File: config.mk
export PLATFORM = sky130hd
export DESIGN_NAME = lru_page_frame_replacer
export DESIGN_NICKNAME = d
export VERILOG_FILES = /design/src/sv/lpfr_pkg.sv /design/src/sv/lru_page_frame_replacer.sv /design/src/sv/lpfr_ctrl.sv /design/src/sv/lpfr_datapath.sv
export VERILOG_INCLUDE_DIRS = /design/src /design/src/sv
export SDC_FILE = /design/constraint.sdc
export NUM_CORES = 1
export LEC_CHECK = 0
export BUFFER_PORTS_ARGS = -buffer_cell sky130_fd_sc_hd__buf_2
export CAP_MARGIN = 20
export CORE_UTILIZATION = 55
export DETAILED_ROUTE_END_ITERATION = 7
export GPL_TIMING_DRIVEN = 0
export PLACE_DENSITY_LB_ADDON = 0.15
export SLEW_MARGIN = 40
export SYNTH_ARGS = -nofsm -noshare
export SYNTH_HDL_FRONTEND = slang
export SYNTH_SLANG_ARGS = --single-unit
File: constraint.sdc
create_clock -name clk_i -period 7.08 [get_ports clk_i]
set_clock_uncertainty 0.2 [all_clocks]
set_input_delay 1.416 -clock clk_i [delete_from_list [all_inputs] [get_ports clk_i]]
set_output_delay 1.416 -clock clk_i [all_outputs]
set_load 0.1 [all_outputs]
File: src/sv/lru_page_frame_replacer_assert.svh
// ----------------------------------------------------------------------------
// Assertion macros for the LRU page frame replacer
// Shared property forms, clocked on clk_i and disabled while rst_ni is low.
// ----------------------------------------------------------------------------
`ifndef LRU_PAGE_FRAME_REPLACER_ASSERT_SVH
`define LRU_PAGE_FRAME_REPLACER_ASSERT_SVH

// The consequent must hold in the same cycle as the antecedent.
`define LPFR_ASSERT_SAME(lbl, ante, cons) \
  lbl: assert property (@(posedge clk_i) disable iff (!rst_ni) (ante) |-> (cons)) \
    else $error("lpfr assertion failed: same-cycle implication");

// The consequent must hold in the cycle after the antecedent.
`define LPFR_ASSERT_NEXT(lbl, ante, cons) \
  lbl: assert property (@(posedge clk_i) disable iff (!rst_ni) (ante) |=> (cons)) \
    else $error("lpfr assertion failed: next-cycle implication");

`endif

File: src/sv/lpfr_pkg.sv
// ----------------------------------------------------------------------------
// LRU page frame replacer package
// Sizes, controller states and the command and status bundles shared by
// the controller and the datapath.
// ----------------------------------------------------------------------------
package lpfr_pkg;

  // Frame set and field sizes.
  localparam int MaxFrames = 8;
  localparam int PageBits  = 20;
  localparam int IdxW      = $clog2(MaxFrames);
  localparam int RankW     = $clog2(MaxFrames);
  localparam int CountW    = $clog2(MaxFrames + 1);
  localparam int FaultW    = 32;
  localparam int CfgW      = 4;

  // Reset value of the frames-in-use register.
  localparam logic [CfgW-1:0] CfgReset = CfgW'(3);

  // Controller states.
  typedef enum logic [1:0] {
    ST_IDLE,
    ST_SCAN,
    ST_UPDATE
  } state_e;

  // Commands from the controller to the datapath.
  typedef struct packed {
    logic load;
    logic scan;
    logic update;
  } ctrl_t;

  // Status from the datapath to the controller.
  typedef struct packed {
    logic scan_last;
  } status_t;

endpackage

File: src/sv/lru_page_frame_replacer.sv
// A reference accepted on start is scanned over N frames and then updated before its
// result strobe, where N is the effective frame count (1 to 8): one frame is scanned per cycle.
// Busy is high from acceptance until the strobe cycle, in which a new reference
// may already be accepted. Reset empties all frames, clears ranks and the fault
// counter, and sets the frame count to 3. Results cannot be stalled by the receiver.
// ----------------------------------------------------------------------------
// LRU page frame replacer
// Fully associative page frame set with least-recently-used replacement,
// built as a controller and a scanning datapath.
// ----------------------------------------------------------------------------
`include "lru_page_frame_replacer_assert.svh"

module lru_page_frame_replacer (
  input  logic                          clk_i,
  input  logic                          rst_ni,
  input  logic                          start,
  output logic                          busy,
  input  logic [lpfr_pkg::PageBits-1:0] page_number_i,
  output logic                          strobe_o,
  output logic                          hit_o,
  output logic [lpfr_pkg::IdxW-1:0]     frame_index_o,
  output logic                          evicted_valid_o,
  output logic [lpfr_pkg::PageBits-1:0] evicted_page_o,
  output logic [lpfr_pkg::FaultW-1:0]   fault_count_o,
  input  logic                          cfg_valid_i,
  output logic                          cfg_ready_o,
  input  logic [lpfr_pkg::CfgW-1:0]     cfg_data_i
);

  lpfr_pkg::ctrl_t   ctrl;
  lpfr_pkg::status_t status;
  logic              accept;

  assign accept      = start && !busy;
  assign cfg_ready_o = 1'b1;

  // Sequencer.
  lpfr_ctrl u_ctrl (
    .clk_i    (clk_i),
    .rst_ni   (rst_ni),
    .start_i  (accept),
    .status_i (status),
    .ctrl_o   (ctrl),
    .busy_o   (busy),
    .strobe_o (strobe_o)
  );

  // Frame storage and scan datapath.
  lpfr_datapath u_datapath (
    .clk_i           (clk_i),
    .rst_ni          (rst_ni),
    .ctrl_i          (ctrl),
    .status_o        (status),
    .cfg_valid_i     (cfg_valid_i && cfg_ready_o),
    .cfg_data_i      (cfg_data_i),
    .page_number_i   (page_number_i),
    .hit_o           (hit_o),
    .frame_index_o   (frame_index_o),
    .evicted_valid_o (evicted_valid_o),
    .evicted_page_o  (evicted_page_o),
    .fault_count_o   (fault_count_o)
  );

  // Checks on the transaction sequencing and the result contents.
  `LPFR_ASSERT_SAME(a_strobe_when_idle, strobe_o, !busy)
  `LPFR_ASSERT_NEXT(a_accept_goes_busy, accept, busy)
  `LPFR_ASSERT_SAME(a_hit_no_evict, strobe_o && hit_o, !evicted_valid_o)
  `LPFR_ASSERT_SAME(a_miss_counts, strobe_o && !hit_o, fault_count_o != '0)

endmodule

File: src/sv/lpfr_ctrl.sv
// ----------------------------------------------------------------------------
// LRU page frame replacer controller
// Sequences one reference: load, a scan over the active frames, then the
// update, and raises the result strobe in the cycle after the update.
// ----------------------------------------------------------------------------
module lpfr_ctrl (
  input  logic             clk_i,
  input  logic             rst_ni,
  input  logic             start_i,
  input  lpfr_pkg::status_t status_i,
  output lpfr_pkg::ctrl_t  ctrl_o,
  output logic             busy_o,
  output logic             strobe_o
);

  lpfr_pkg::state_e state_q, state_d;
  logic             strobe_q;

  // State and strobe registers.
  always_ff @(posedge clk_i or negedge rst_ni) begin
    if (!rst_ni) begin
      state_q  <= lpfr_pkg::ST_IDLE;
      strobe_q <= 1'b0;
    end else begin
      state_q  <= state_d;
      strobe_q <= (state_q == lpfr_pkg::ST_UPDATE);
    end
  end

  // Next state and datapath commands.
  always_comb begin
    state_d = state_q;
    ctrl_o  = '0;
    unique case (state_q)
      lpfr_pkg::ST_IDLE: begin
        if (start_i) begin
          ctrl_o.load = 1'b1;
          state_d     = lpfr_pkg::ST_SCAN;
        end
      end
      lpfr_pkg::ST_SCAN: begin
        ctrl_o.scan = 1'b1;
        if (status_i.scan_last) begin
          state_d = lpfr_pkg::ST_UPDATE;
        end
      end
      lpfr_pkg::ST_UPDATE: begin
        ctrl_o.update = 1'b1;
        state_d       = lpfr_pkg::ST_IDLE;
      end
      default: begin
        state_d = lpfr_pkg::ST_IDLE;
      end
    endcase
  end

  assign busy_o   = (state_q != lpfr_pkg::ST_IDLE);
  assign strobe_o = strobe_q;

endmodule

File: src/sv/lpfr_datapath.sv
// ----------------------------------------------------------------------------
// LRU page frame replacer datapath
// Holds the frames, recency ranks, fault counter and configuration, scans
// one frame per cycle for a hit, an empty frame and a victim, and applies
// the replacement and aging together on the update command.
// ----------------------------------------------------------------------------
module lpfr_datapath (
  input  logic                            clk_i,
  input  logic                            rst_ni,
  input  lpfr_pkg::ctrl_t                 ctrl_i,
  output lpfr_pkg::status_t               status_o,
  input  logic                            cfg_valid_i,
  input  logic [lpfr_pkg::CfgW-1:0]       cfg_data_i,
  input  logic [lpfr_pkg::PageBits-1:0]   page_number_i,
  output logic                            hit_o,
  output logic [lpfr_pkg::IdxW-1:0]       frame_index_o,
  output logic                            evicted_valid_o,
  output logic [lpfr_pkg::PageBits-1:0]   evicted_page_o,
  output logic [lpfr_pkg::FaultW-1:0]     fault_count_o
);

  localparam int N = lpfr_pkg::MaxFrames;

  // Frame state.
  logic [lpfr_pkg::PageBits-1:0] page_q [N];
  logic [N-1:0]                  valid_q;
  logic [lpfr_pkg::RankW-1:0]    rank_q  [N];
  logic [lpfr_pkg::FaultW-1:0]   faults_q;
  logic [lpfr_pkg::CfgW-1:0]     cfg_q;

  // Per-reference scan state.
  logic [lpfr_pkg::PageBits-1:0] ref_page_q;
  logic [lpfr_pkg::CountW-1:0]   count_q;
  logic [lpfr_pkg::IdxW-1:0]     idx_q;
  logic                          hit_found_q;
  logic [lpfr_pkg::IdxW-1:0]     hit_slot_q;
  logic [lpfr_pkg::RankW-1:0]    hit_rank_q;
  logic                          empty_found_q;
  logic [lpfr_pkg::IdxW-1:0]     empty_slot_q;
  logic [lpfr_pkg::RankW-1:0]    best_q;
  logic [lpfr_pkg::IdxW-1:0]     vic_slot_q;
  logic [lpfr_pkg::PageBits-1:0] vic_page_q;

  // Result registers.
  logic                          hit_q;
  logic [lpfr_pkg::IdxW-1:0]     frame_index_q;
  logic                          evicted_valid_q;
  logic [lpfr_pkg::PageBits-1:0] evicted_page_q;

  // Combinational helpers.
  logic [lpfr_pkg::CountW-1:0]   eff_count;
  logic [lpfr_pkg::PageBits-1:0] cur_page;
  logic [lpfr_pkg::RankW-1:0]    cur_rank;
  logic                          cur_valid;
  logic [lpfr_pkg::IdxW-1:0]     slot;
  logic [lpfr_pkg::CountW-1:0]   age_limit;
  logic [lpfr_pkg::FaultW-1:0]   faults_inc;

  // Effective frame count: zero acts as one, anything above the maximum as
  // the maximum.
  always_comb begin
    if (cfg_q == '0) begin
      eff_count = lpfr_pkg::CountW'(1);
    end else if (lpfr_pkg::CountW'(cfg_q) > lpfr_pkg::CountW'(N)) begin
      eff_count = lpfr_pkg::CountW'(N);
    end else begin
      eff_count = lpfr_pkg::CountW'(cfg_q);
    end
  end

  // Frame under the scan pointer.
  assign cur_page  = page_q[idx_q];
  assign cur_rank  = rank_q[idx_q];
  assign cur_valid = valid_q[idx_q];

  assign status_o.scan_last = ({1'b0, idx_q} == (count_q - lpfr_pkg::CountW'(1)));

  // Target frame and aging limit for the update cycle.
  always_comb begin
    if (hit_found_q) begin
      slot      = hit_slot_q;
      age_limit = {1'b0, hit_rank_q};
    end else if (empty_found_q) begin
      slot      = empty_slot_q;
      age_limit = lpfr_pkg::CountW'(N);
    end else begin
      slot      = vic_slot_q;
      age_limit = {1'b0, best_q};
    end
  end

  assign faults_inc = (faults_q == '1) ? faults_q : faults_q + lpfr_pkg::FaultW'(1);

  // Configuration register.
  always_ff @(posedge clk_i or negedge rst_ni) begin
    if (!rst_ni) begin
      cfg_q <= lpfr_pkg::CfgReset;
    end else if (cfg_valid_i) begin
      cfg_q <= cfg_data_i;
    end
  end

  // Scan bookkeeping: hit, first empty frame and oldest frame.
  always_ff @(posedge clk_i or negedge rst_ni) begin
    if (!rst_ni) begin
      idx_q         <= '0;
      hit_found_q   <= 1'b0;
      empty_found_q <= 1'b0;
      count_q       <= lpfr_pkg::CountW'(1);
    end else if (ctrl_i.load) begin
      idx_q         <= '0;
      hit_found_q   <= 1'b0;
      empty_found_q <= 1'b0;
      count_q       <= eff_count;
    end else if (ctrl_i.scan) begin
      idx_q <= idx_q + lpfr_pkg::IdxW'(1);
      if (cur_valid && (cur_page == ref_page_q) && !hit_found_q) begin
        hit_found_q <= 1'b1;
      end
      if (!cur_valid && !empty_found_q) begin
        empty_found_q <= 1'b1;
      end
    end
  end

  // Scan payload captures.
  always_ff @(posedge clk_i) begin
    if (ctrl_i.load) begin
      ref_page_q <= page_number_i;
    end else if (ctrl_i.scan) begin
      if (cur_valid && (cur_page == ref_page_q) && !hit_found_q) begin
        hit_slot_q <= idx_q;
        hit_rank_q <= cur_rank;
      end
      if (!cur_valid && !empty_found_q) begin
        empty_slot_q <= idx_q;
      end
      // The first frame seeds the victim; later ones replace it only when
      // strictly older, so ties keep the lowest-numbered frame.
      if ((idx_q == '0) || (cur_rank > best_q)) begin
        best_q     <= cur_rank;
        vic_slot_q <= idx_q;
        vic_page_q <= cur_page;
      end
    end
  end

  // Frame valid bits, ranks and fault counter.
  always_ff @(posedge clk_i or negedge rst_ni) begin
    if (!rst_ni) begin
      valid_q  <= '0;
      faults_q <= '0;
      for (int i = 0; i < N; i++) begin
        rank_q[i] <= '0;
      end
    end else if (ctrl_i.update) begin
      for (int i = 0; i < N; i++) begin
        if ((lpfr_pkg::CountW'(i) < count_q) && valid_q[i] &&
            ({1'b0, rank_q[i]} < age_limit) && (rank_q[i] != '1)) begin
          rank_q[i] <= rank_q[i] + lpfr_pkg::RankW'(1);
        end
      end
      rank_q[slot] <= '0;
      if (!hit_found_q) begin
        valid_q[slot] <= 1'b1;
        faults_q      <= faults_inc;
      end
    end
  end

  // Page store write and result capture.
  always_ff @(posedge clk_i) begin
    if (ctrl_i.update) begin
      if (!hit_found_q) begin
        page_q[slot] <= ref_page_q;
      end
      hit_q           <= hit_found_q;
      frame_index_q   <= slot;
      evicted_valid_q <= !hit_found_q && !empty_found_q;
      evicted_page_q  <= (!hit_found_q && !empty_found_q) ? vic_page_q : '0;
    end
  end

  assign hit_o           = hit_q;
  assign frame_index_o   = frame_index_q;
  assign evicted_valid_o = evicted_valid_q;
  assign evicted_page_o  = evicted_page_q;
  assign fault_count_o   = faults_q;

endmodule
Word-level counts from Yosys, hierarchy flattened
Memory sizes are Yosys's and may differ from the RTL's.
Index checks and enable logic that the tools add are counted.

storage, ports and cells
  register bits after elaboration = 160
  bits in latches = 0
  RAM bits = 160
  ROM bits = 0
  input bits = 28
  logic and storage cells = 187
  memories = 1

memories
  name               depth  width  rd ports  clocked after memory_dff  wr ports  RTL line             text
  u_datapath.page_q  8      20     1         0                         1         lpfr_datapath.sv:25  logic [lpfr_pkg::PageBits-1:0] page_q [N];

operators by class
  $add $sub $neg = 11
  multiply operators = 0
  divide/modulo/power cells = 0
  magnitude comparators = 24
  equality and inequality tests = 15
  shifts and indexed selects = 0
  mux-type cells = 49
  bitwise operators = 8
  reductions and logical operators = 51

operators by type and width
  operator                                                                       number
  3-bit 2-to-1 mux                                                               23
  32-bit by 1-bit adder with 32-bit output (second input constant)               1
  32-bit == test (second input constant)                                         1
  3-bit by 4-bit less-than comparator with 1-bit output                          8
  1-bit logical AND                                                              31
  3-bit by 1-bit adder with 3-bit output (second input constant)                 9
  24-bit AND                                                                     1
  3-bit != test (second input constant)                                          8
  24-bit inverter                                                                1
  20-bit == test                                                                 1
  3-bit by 4-bit less-than comparator with 1-bit output (first input constant)   4
  4-bit 2-to-1 mux                                                               4
  1-bit 2-to-1 mux                                                               15
  3-bit AND reduction                                                            4
  3-bit binary-select mux with 3-bit select                                      1
  3-bit demux with 3-bit select                                                  1
  4-bit >= comparator (second input constant)                                    2
  1-bit by 4-bit less-than comparator with 1-bit output (first input constant)   2
  2-bit by 4-bit less-than comparator with 1-bit output (first input constant)   2
  3-bit by 4-bit less-than comparator with 1-bit output (second input constant)  2
  3-bit inverter with 4-bit output                                               2
  8-bit bitwise OR                                                               1
  2-bit AND reduction                                                            4
  2-bit nonzero test                                                             4
  19 further kinds                                                               26

Logic depth before layout (Yosys ltp)
Gate-level depths: netlist of the first run.

  word-level depth = 9
  depth in mapped cells = 15
  gate-level depth less buffers = 10

By module
From an unflattened synthesis of the first run, not the netlist that was laid out.

unflattened totals
  cells, all modules = 838
  area, all modules = 13,456.7 um2

by module, submodules not included
  module                   times used  cells an instance  area each (um2)  seq. area each (um2)
  lpfr_datapath            1           823                13,290.2         9,137.5
  lpfr_ctrl                1           12                 141.4            75.1
  lru_page_frame_replacer  1           3                  25.0             0.0

Least setup slack after synthesis of the first run
No wires, ideal clock.

  kind = register to register
  start point = register u_ctrl.state_q[0]
  end point = memory u_datapath.page_q[6][0] (netlist bit), enable pin
  arrival = 3.530 ns
  required time = 6.430 ns
  setup slack = 2.900 ns
  stages on the path, launching flop included = 7
  buffers on the path = 2
  cells stage by stage = dfrtp_1 -> nand2b_1 -> clkbuf_1 -> clkinv_1 -> nand2b_1 -> clkbuf_1 -> nor4_1

RTL lines
  element                   RTL line             text
  start: declaration        lpfr_ctrl.sv:16      lpfr_pkg::state_e state_q, state_d;
  start signal: assignment  lpfr_ctrl.sv:22      state_q <= lpfr_pkg::ST_IDLE;
  start signal: assignment  lpfr_ctrl.sv:25      state_q <= state_d;
  end: declaration          lpfr_datapath.sv:25

Final worst setup path of the first run
  start point = register u_datapath.idx_q[0] (netlist bit)
  end point = register u_datapath.vic_page_q[15] (netlist bit), enable pin

on the way
  word-level cells in the longest chain between the ends = 7

ends and longest elaborated chain
  element                                                 RTL line              text
  start: declaration                                      lpfr_datapath.sv:34   logic [lpfr_pkg::IdxW-1:0] idx_q;
  start signal: assignment                                lpfr_datapath.sv:116  idx_q <= idx_q + lpfr_pkg::IdxW'(1);
  3-bit inverter with 4-bit output (implied by the code)  lpfr_datapath.sv:73   assign cur_rank = rank_q[idx_q];
  3-bit binary-select mux with 3-bit select               lpfr_datapath.sv:73
  3-bit 2-to-1 mux (implied by the code) (2 in a row)     lpfr_datapath.sv:73
  net u_datapath.cur_rank (one bit)                       lpfr_datapath.sv:53   logic [lpfr_pkg::RankW-1:0] cur_rank;
  3-bit > comparator                                      lpfr_datapath.sv:140  if ((idx_q == '0) || (cur_rank > best_q)) begin
  1-bit logical OR                                        lpfr_datapath.sv:140
  3-bit AND reduction (no source line)                    -
  end signal: assignment                                  lpfr_datapath.sv:143  vic_page_q <= cur_page;
  end: declaration                                        lpfr_datapath.sv:42   logic [lpfr_pkg::PageBits-1:0] vic_page_q;

The timed path passes the listed nets, and every way through them passes these cells. The select of a mux whose other input is x is not followed.
A chain may end at the register's enable or synchronous reset.

==> impl_metrics.env, run 1 <==
export IMPL_crit_fanout=14
export IMPL_coreArea_um2=24320
export IMPL_routedWlPerCell_um=20.89
export IMPL_p_leak_uw=0.005968
export IMPL_ys_dominant_reg_cell="edfxtp_1"
export IMPL_fmax_mhz=228.8
export IMPL_finalSetupTns_ps=0
export IMPL_crit_family="buffers and inverters"
export IMPL_p_clk_share_pct=46.0
export IMPL_p_per_area_nw_per_um2=236.0
export IMPL_final_core_util_pct=65.39
export IMPL_cts_resized=0
export IMPL_syn_area_um2=13640
export IMPL_start_util_pct=56.07
export IMPL_fillCellCount=1710
export IMPL_cpMaxStageDelayCell="dfrtp_1"
export IMPL_dpl_hpwl_um=19330
export IMPL_hold_end="u_datapath.hit_slot_q[2]"
export IMPL_routabilityCongestion=0.8310
export IMPL_synthArstFlopShare_pct=25.00
export IMPL_clk_pin_slew_ps=60
export IMPL_ys_warn_count=0
export IMPL_peakVddDrop_mv=0.2239
export IMPL_clockBufferDepth=3
export IMPL_dr_pass1_iters=5
export IMPL_ant_nets=0
export IMPL_syn_inst=883
export IMPL_path_cells="buf_6 > buf_4 > buf_2 > mux4_2 > nand2_1 > nand2_1 > ha_1 > a21o_1 > a21oi_1 > a31oi_1 > a21oi_1 > nor2_4 > buf_8"
export IMPL_drv_cap=0
export IMPL_fin_crit_ps=4370
export IMPL_h_tree_depth=2
export IMPL_vias=7777
export IMPL_first_iter_violations=616
export IMPL_grt_first_pass_wirelength_um=45060
export IMPL_layout_nets=1098
export IMPL_synth_area_leaders="edfxtp_1 53%, dfrtp_1 14%, mux4_2 4.0%"
export IMPL_setup_ws_ps=2710
export IMPL_antennaDiodeCount=0
export IMPL_internal_power_uw=3033
export IMPL_setup_viol=0
export IMPL_die_y_um=159.5
export IMPL_critPathMaxStageDelay_ps=610
export IMPL_critical_path_arrival_ps=4380
export IMPL_slew_violations=0
export IMPL_fin_crit_sh_pct=61.73
export IMPL_ff2ff_path_depth=13
export IMPL_hp_class="flip-flop to flip-flop"
export IMPL_synth_common_cells="240 x edfxtp_1, 77 x dfrtp_1, 52 x nand2_1"
export IMPL_core_rowCount=57
export IMPL_place_inst=1317
export IMPL_cts_tree="built"
export IMPL_synth_top_cell_by_area="edfxtp_1"
export IMPL_cts_made_buffers=34
export IMPL_synth_area_per_cell_um2=15.44
export IMPL_ys_seq_elements=320
export IMPL_dp_slack_ps=2628
export IMPL_start_kind="flip-flop"
export IMPL_rsz0062_at_grt="false"
export IMPL_endpoint_kind="flip-flop"
export IMPL_required_ps=7090
export IMPL_crit_buf_inv=4
export IMPL_grt_total_usage_pct=23.38
export IMPL_worst_slew_pin_slew_ps=743.5
export IMPL_criticalPathCategory="flip-flop to flip-flop"
export IMPL_synth_top_area_share_pct=52.85
export IMPL_dieArea_um2=25430
export IMPL_multiInputGateArea_um2=4212
export IMPL_switchingPower_uw=720.6
export IMPL_drc=0
export IMPL_routed_wirelength_um=28720
export IMPL_slew_headroom_pct=50.05
export IMPL_port_buffers=86
export IMPL_cts_root_buf="clkbuf_16"
export IMPL_min_from="u_datapath.idx_q[2]"
export IMPL_ios=88
export IMPL_timing_rr_start="u_datapath.idx_q[0]"
export IMPL_synth_fp_nets=952
export IMPL_grt_pass1_vias=7871
export IMPL_clk_latency_ps=520
export IMPL_r2r_end="u_datapath.vic_page_q[15]"
export IMPL_clock_sink_count=320
export IMPL_pwr_share_seq_pct=53.4
export IMPL_min_path_cells=0
export IMPL_grt_max_degree=46
export IMPL_synth_distinct_cells=62
export IMPL_die_x_um=159.5
export IMPL_layout_area_overhead_vs_synth_pct=16.62
export IMPL_layoutNonFillerInstCount=1375
export IMPL_register_area_um2=9213
export IMPL_drive_gt1_share_pct=23.69
export IMPL_swShare_pct=19.20
export IMPL_r2r_slack_ps=2710
export IMPL_holdBufCountCts=0
export IMPL_status="finished clean"
export IMPL_grt_remaining_overflow=0
export IMPL_yosysSeqAreaShare_pct=67.56
export IMPL_antenna_found_initial=0
export IMPL_postCtsSetupRepairBufs=0
export IMPL_finalHoldViolCount=0
export IMPL_yosysMostFrequentCell="edfxtp_1"
export IMPL_synth_edf_count=240
export IMPL_viasPerCell=5.656
export IMPL_combPwrFrac_pct=0.7
power groups by stage:
stage / Clock [uW] / Combinational (uW) / Sequential, uW
2_1_floorplan: 0 / 5.95 / 2040
3_3_place_gp: 0 / 23.1 / 2040
4_1_cts: 1760 / 25.7 / 2000
6_report: 1730 / 24.9 / 2000
5_1_grt: 1820 / 27.8 / 2000
3_5_place_dp: 0 / 25.7 / 2040
kinds of logic after synthesis:
| group | after synthesis | synth area share, % |
|---|---|---|
| other | 1 | 0.02750 |
| xor gates and xnor gates | 50 | 3.211 |
| and+or+nand+nor | 220 | 8.313 |
| muxes | 93 | 9.698 |
| DFF | 320 | 67.56 |
| buffers and inverters | 54 | 2.101 |
| adders and majority gates | 41 | 3.762 |
| AOI/OAI and AO/OA | 104 | 5.331 |
routing by layer:
| layer | GRT usage (%) | share of wire, % | wire length [um] | vias up |
|---|---|---|---|---|
| met5 | 0 | 0 | 0 | - |
| met4 | 6.687 | 2.2 | 644 | 0 |
| met3 | 4.011 | 5.1 | 1466 | 46 |
| met2 | 37.95 | 47 | 13520 | 211 |
| met1 | 32.72 | 46 | 13090 | 3889 |
| li1 | - | - | - | 3631 |
placed cells by master (no fill, tap or decap), types with 23 or more instances in the layout:
cell       instances
edfxtp_1         240
nor2_1            40
buf_2             97
mux2i_1           41
nand2_1           52
dfrtp_1           77
mux4_2            24
clkbuf_16         35
xnor2_1           40
and2_1            23
ha_1              41
flip-flops by register name (all words and copies together), names as in the netlist:
signal and cells:
u_datapath.valid_q 8, u_datapath.hit_rank_q 3, u_datapath.empty_slot_q 3, u_datapath.empty_found_q 1, u_datapath.fault_count_o 32, u_datapath.ref_page_q 20, u_datapath.evicted_valid_o 1, u_datapath.page_q 160
u_datapath.vic_slot_q 3, u_datapath.count_q 4, u_datapath.rank_q 24, u_datapath.cfg_q 4, u_datapath.idx_q 3, u_datapath.vic_page_q 20, u_ctrl.strobe_o 1, u_datapath.evicted_page_o 20
u_datapath.frame_index_o 3, u_ctrl.state_q 2, u_datapath.hit_o 1, u_datapath.best_q 3, u_datapath.hit_found_q 1, u_datapath.hit_slot_q 3
how the worst max path moves through the flow:
stage,startpoint,endpoint,slack [ps],depth (start not counted)
floorplan,u_ctrl.state_q[0],u_datapath.page_q[6][0],2900,6
global placement,u_ctrl.state_q[0],u_datapath.valid_q[6],-270,7
detailed placement,u_datapath.idx_q[0],u_datapath.vic_page_q[19],2630,13
CTS,u_datapath.idx_q[0],u_datapath.vic_page_q[18],2610,13
global route,u_datapath.idx_q[0],u_datapath.vic_page_q[7],2410,13
finish,u_datapath.idx_q[0],u_datapath.vic_page_q[15],2710,13
worst register-to-register path, cell delays in order (launching register included):
cell and delay [ps]:
dfrtp_1 610, buf_6 250, buf_4 280, buf_2 360, mux4_2 540, nand2_1 100
nand2_1 130, ha_1 320, a21o_1 110, a21oi_1 50, a31oi_1 270, a21oi_1 120
nor2_4 450, buf_8 260
per-stage QoR:
stage          hold WS (ps)  total power (uW)  cell area, um^2
2_1_floorplan         234.3              2047            13640
3_3_place_gp          269.1              2064            14470
3_5_place_dp          276.4              2067            14830
4_1_cts               273.9              3785            15890
5_1_grt               295.4              3854            15900
6_report              281.0              3753            15900
cell type report:
type                    count  area share, %
flip-flops and latches    320          57.93
multi-input cells         509          26.48
clock buffers              46          5.767
repair buffers            110          4.524
well taps                 324          2.549
plain buffers              29          1.220
clock inverters            12         0.9284
inverters                  25         0.5980
Power figures use the tool's default switching activity.
==> run 2, diff against run 1 <==
clock period = 3.6 ns   (was 7.08 ns; I/O delays follow)
==> run 2 against run 1 <==
Against the previous run: utilization fell by 0.057 points; total power rose by 90%; critical path depth fell by 5; maximum frequency rose by 28%; critical endpoint is now u_datapath.page_q[2][19]; largest power group unchanged.
==> impl_metrics.env, run 2 (synthesis results as in run 1) <==
export IMPL_status="finished clean"
export IMPL_criticalPathCategory="flip-flop to flip-flop"
export IMPL_p_per_area_nw_per_um2=449.2
export IMPL_power_uw=7138
export IMPL_crit_end="u_datapath.page_q[2][19]"
export IMPL_die_y_um=159.5
export IMPL_antenna_found_initial=0
export IMPL_clk_pin_slew_ps=60
export IMPL_drv_cap=0
export IMPL_layoutNonFillerInstCount=1378
export IMPL_cp_depth=8
export IMPL_final_core_util_pct=65.33
export IMPL_grt_first_pass_wirelength_um=46340
export IMPL_timing_rr_start="u_ctrl.state_q[0]"
export IMPL_drc=0
export IMPL_h_tree_depth=2
export IMPL_required_ps=3660
export IMPL_grt_pass1_vias=8053
export IMPL_path_cells="nand2b_1 > clkbuf_1 > clkinv_4 > nand2b_1 > clkbuf_2 > nor3_2 > buf_4 > buf_4"
export IMPL_r2r_slack_ps=180
export IMPL_cts_tree="built"
export IMPL_slew_violations=0
export IMPL_largest_register="u_datapath.page_q"
export IMPL_start_kind="flip-flop"
export IMPL_clk_latency_ps=510
export IMPL_finalHoldViolCount=0
export IMPL_crit_buf_inv=5
export IMPL_place_inst=1313
export IMPL_layout_common_cells="240 x edfxtp_1, 93 x buf_2, 76 x dfrtp_1"
export IMPL_port_buffers=86
export IMPL_clockBufferDepth=3
export IMPL_ff2ff_path_depth=8
export IMPL_fin_crit_ps=3421
export IMPL_fin_crit_sh_pct=95.03
export IMPL_routabilityCongestion=0.8106
export IMPL_die_x_um=159.5
export IMPL_critical_path_arrival_ps=3480
export IMPL_layout_nets=1099
export IMPL_setup_viol=0
export IMPL_dr_pass1_iters=5
export IMPL_r2r_end="u_datapath.page_q[2][19]"
export IMPL_dieArea_um2=25430
export IMPL_rsz0062_at_grt="false"
export IMPL_grt_remaining_overflow=0
export IMPL_dpl_hpwl_um=19540
export IMPL_drive_gt1_share_pct=24.48
export IMPL_worst_slew_pin_slew_ps=799.2
export IMPL_peakVddDrop_mv=0.3704
export IMPL_endpoint_kind="flip-flop"
export IMPL_ant_nets=0
export IMPL_p_leak_uw=0.005957
export IMPL_clock_sink_count=320
export IMPL_layout_commonest_cell="edfxtp_1"
export IMPL_fmax_mhz=292.3
export IMPL_first_iter_violations=610
export IMPL_antennaDiodeCount=0
export IMPL_vias=7892
export IMPL_grt_max_degree=53
export IMPL_cts_root_buf="clkbuf_16"
export IMPL_ios=88
export IMPL_core_rowCount=57
export IMPL_routedWlPerCell_um=21.23
export IMPL_cts_made_buffers=34
export IMPL_slew_headroom_pct=46.72
export IMPL_cpMaxStageDelayCell="clkbuf_1"
export IMPL_viasPerCell=5.727
export IMPL_largest_reg_flops=160
export IMPL_routed_wirelength_um=29250
export IMPL_min_from="page_number_i[17]"
export IMPL_worstSetupStartpoint="u_ctrl.state_q[0]"
export IMPL_hp_class="input port to flip-flop"
export IMPL_crit_family="buffers and inverters"
export IMPL_grt_total_usage_pct=24.13
export IMPL_critPathMaxStageDelay_ps=600
export IMPL_crit_fanout=34
export IMPL_coreArea_um2=24320
export IMPL_start_util_pct=56.07
export IMPL_layout_area_overhead_vs_synth_pct=16.52
[run 2: cell types whose count changed in the layout (fill, tap and decap cells not counted), sizes merged]
cell	delta
bufinv	-3
clkbuf	-1
clkinv	+8
dlygate4sd3	+1
inv	-2
[run 2: metrics by stage]
stage | hold WS, ps | setup TNS, ps | setup slack, ps | area [um^2]
3_5_place_dp | 277.1 | -28960 | -707.1 | 14810
2_1_floorplan | 224.4 | -2343 | -58.60 | 13650
3_3_place_gp | 274.5 | -330890 | -2606 | 14490
5_1_grt | 165.3 | 0 | 15.63 | 15890
6_report | 181.9 | 0 | 178.8 | 15890
4_1_cts | 166.6 | 0 | 45.24 | 15870
[run 2: metal layers]
metal / GRT usage [%] / part of all wire [%] / wire length [um]
met5: 0 / 0 / 0
met3: 3.855 / 5.6 / 1626
met1: 34.11 / 44 / 12930
met2: 38.49 / 48 / 14000
met4: 8.042 / 2.4 / 694
[run 2: cell type report]
cell class | instances | area [um^2]
multi-input cells | 509 | 4233
well taps | 324 | 405.4
repair buffers | 113 | 743.2
clock buffers | 45 | 912.1
plain buffers | 27 | 203.9
clock inverters | 15 | 78.83
flip-flops and latches | 320 | 9214
fillers | 1733 | 8431
inverters | 25 | 98.84
[run 2: worst min path at each step]
stage / endpoint / cells past startpoint / slack, ps
after floorplan: u_ctrl.state_q[0] / 0 / 220
after global placement: u_datapath.fault_count_o[13] / 1 / 270
after detailed placement: u_datapath.valid_q[5] / 1 / 280
after CTS: u_datapath.ref_page_q[17] / 1 / 170
after global routing: u_datapath.ref_page_q[17] / 1 / 170
final: u_datapath.ref_page_q[17] / 1 / 180
[run 2: repair_timing]
item	CTS	global route
gates cloned	0	0
endpoints found under the setup margin	94	34
hold buffers	1	0
pin swaps	2	0
hold endpoints to repair	28	0
gates resized for setup	11	7
setup buffers	5	1
[run 2: worst reg2reg max path, cell delays in order (launching register included)]
cell	delay (ps)
dfrtp_1	390
nand2b_1	120
clkbuf_1	600
clkinv_4	530
nand2b_1	280
clkbuf_2	450
nor3_2	190
buf_4	230
buf_4	190
[run 2: power breakdown]
part           internal, uW  switching [uW]
Sequential             3940            4.10
Clock                  1780            1360
Combinational          20.6            30.1
==> run 3, diff against run 2 <==
BUFFER_PORTS_ARGS = -buffer_cell sky130_fd_sc_hd__clkbuf_2   (was -buffer_cell sky130_fd_sc_hd__buf_2)
==> run 3 against run 2 <==
Against the previous run: first-iteration DRC count decreased by 17%; maximum frequency decreased by 0.99%; sequential share of layout area decreased by 0.096 points; utilization increased by 0.11 points; critical path depth increased by 6; routed wire length decreased by 0.28%.
==> impl_metrics.env, run 3 (synthesis results as in run 1) <==
export IMPL_layout_area_overhead_vs_synth_pct=16.71
export IMPL_criticalPathCategory="flip-flop to flip-flop"
export IMPL_ff2ff_path_depth=14
export IMPL_clockBufferDepth=3
export IMPL_ios=88
export IMPL_fmax_mhz=289.4
export IMPL_dpl_hpwl_um=19480
export IMPL_p_per_area_nw_per_um2=453.5
export IMPL_grt_first_pass_wirelength_um=45320
export IMPL_ant_nets=0
export IMPL_power_uw=7218
export IMPL_start_util_pct=56.07
export IMPL_crit_family="buffers and inverters"
export IMPL_cts_tree="built"
export IMPL_fin_crit_sh_pct=95.98
export IMPL_hold_end="u_datapath.ref_page_q[4]"
export IMPL_antennaDiodeCount=0
export IMPL_p_leak_uw=0.005988
export IMPL_slew_violations=0
export IMPL_top_usage_layer="met2"
export IMPL_rsz0062_at_grt="false"
export IMPL_critical_path_arrival_ps=3450
export IMPL_status="finished clean"
export IMPL_dr_pass1_iters=7
export IMPL_drc=0
export IMPL_die_y_um=159.5
export IMPL_grt_total_usage_pct=23.62
export IMPL_coreArea_um2=24320
export IMPL_min_from="page_number_i[4]"
export IMPL_globalRouteMet2Util_pct=38.23
export IMPL_endpoint_kind="flip-flop"
export IMPL_layout_nets=1098
export IMPL_required_ps=3600
export IMPL_fin_crit_ps=3455
export IMPL_largest_reg_flops=160
export IMPL_multiInputGateArea_um2=4247
export IMPL_slew_headroom_pct=39.11
export IMPL_vias=7900
export IMPL_grt_remaining_overflow=0
export IMPL_layout_commonest_cell="edfxtp_1"
export IMPL_timing_rr_start="u_datapath.idx_q[1]"
export IMPL_antenna_found_initial=0
export IMPL_grt_pass1_vias=7821
export IMPL_viasPerCell=5.750
export IMPL_register_area_um2=9214
export IMPL_use_met3_pct=4.064
export IMPL_grtUsageMet1_pct=33.22
export IMPL_cts_root_buf="clkbuf_16"
export IMPL_path_cells="buf_6 > buf_6 > buf_6 > buf_8 > mux4_2 > nand2_1 > nand2_1 > ha_1 > a21o_1 > a21oi_1 > a31oi_1 > a21oi_1 > nor2_4 > buf_8"
export IMPL_design_area_um2=15920
export IMPL_crit_top_cell="buf_6"
export IMPL_cpMaxStageDelayCell="dfrtp_1"
export IMPL_layout_common_cells="240 x edfxtp_1, 87 x clkbuf_2, 76 x dfrtp_1"
export IMPL_peakVddDrop_mv=0.3141
export IMPL_clk_latency_ps=500
export IMPL_hp_class="input port to flip-flop"
export IMPL_port_buffers=86
export IMPL_crit_fanout=19
export IMPL_routabilityCongestion=0.8267
export IMPL_clock_sink_count=320
export IMPL_drive_gt1_share_pct=25.24
export IMPL_core_rowCount=57
export IMPL_worst_slew_pin_slew_ps=910.0
export IMPL_dieArea_um2=25430
export IMPL_critPathMaxStageDelay_ps=420
export IMPL_routedWlPerCell_um=21.23
export IMPL_routed_wirelength_um=29170
export IMPL_r2r_slack_ps=140
export IMPL_clk_pin_slew_ps=60
export IMPL_setup_viol=0
export IMPL_start_kind="flip-flop"
export IMPL_placed_area_um2=14810
export IMPL_final_core_util_pct=65.44
export IMPL_r2r_end="u_datapath.vic_page_q[18]"
export IMPL_cts_made_buffers=34
export IMPL_first_iter_violations=505
export IMPL_crit_buf_inv=5
export IMPL_die_x_um=159.5
export IMPL_drv_cap=0
export IMPL_whs_ps=192.8
export IMPL_grt_max_degree=59
export IMPL_fillCellCount=1723
export IMPL_finalHoldViolCount=0
export IMPL_h_tree_depth=2
export IMPL_largest_register="u_datapath.page_q"
export IMPL_min_path_cells=1
-- run 3: cell types whose count changed in the layout (fill, tap and decap cells not counted), moves of 3 or more --
| cell | delta |
|---|---|
| a221oi_2 | +3 |
| buf_2 | -86 |
| a221oi_1 | -3 |
| clkbuf_2 | +85 |
| clkinv_1 | -4 |
| clkbuf_1 | -4 |
| clkinv_2 | +3 |
-- run 3: layout make-up --
type	instances	share of cell area (%)
Clock buffer	42	5.723
Buffer	28	1.297
Inverter	25	0.6211
Tap cell	324	2.547
Timing Repair Buffer	111	4.552
Clock inverter	15	0.6840
Multi-Input combinational cell	509	26.68
Sequential cell	320	57.89
-- run 3: worst reg2reg max path: stages (launching register included) --
cell and delay [ps]:
dfrtp_1 420, buf_6 180, buf_6 180, buf_6 200, buf_8 250, mux4_2 360
nand2_1 80, nand2_1 100, ha_1 330, a21o_1 130, a21oi_1 60, a31oi_1 200
a21oi_1 100, nor2_4 140, buf_8 210
-- run 3: per-layer routing --
metal,up-vias,wire length [um],part of all wire [%]
li1,3634,-,-
met1,4000,12990,45
met2,224,14100,48
met3,42,1552,5.3
met4,0,524,1.8
met5,-,0,0
-- run 3: repair_timing --
item,4_1_cts,5_1_grt
setup endpoints to repair,83,30
resized for setup,10,5
setup buffers,4,0
pin swaps,2,0
hold buffers,1,0
endpoints found under the hold margin,22,0
-- run 3: report_power, final --
group          internal, uW  switching (uW)
logic                  20.8            29.8
registers              3940            3.98
clock network          1870            1360
total                  5820            1400
-- run 3: how the worst max path moves through the flow --
stage	depth (start not counted)	endpoint	slack [ps]	from
global route	14	u_datapath.vic_page_q[12]	30	u_datapath.idx_q[1]
finish	14	u_datapath.vic_page_q[18]	140	u_datapath.idx_q[1]
global placement	6	u_datapath.page_q[2][9]	-2560	u_ctrl.state_q[0]
detailed placement	13	u_datapath.vic_page_q[11]	-700	u_datapath.idx_q[0]
floorplan	6	u_datapath.page_q[2][0]	-60	u_ctrl.state_q[0]
CTS	11	u_datapath.rank_q[21]	80	u_datapath.hit_found_q
-- run 3: through the flow --
stage	std cells	TNS [ps]	setup slack, ps
after floorplan	883	-2343	-58.60
after global placement	1293	-335090	-2564
after detailed placement	1313	-28500	-699.0
after CTS	1374	0	81.89
after global routing	1374	0	26.89
final	1374	0	144.7
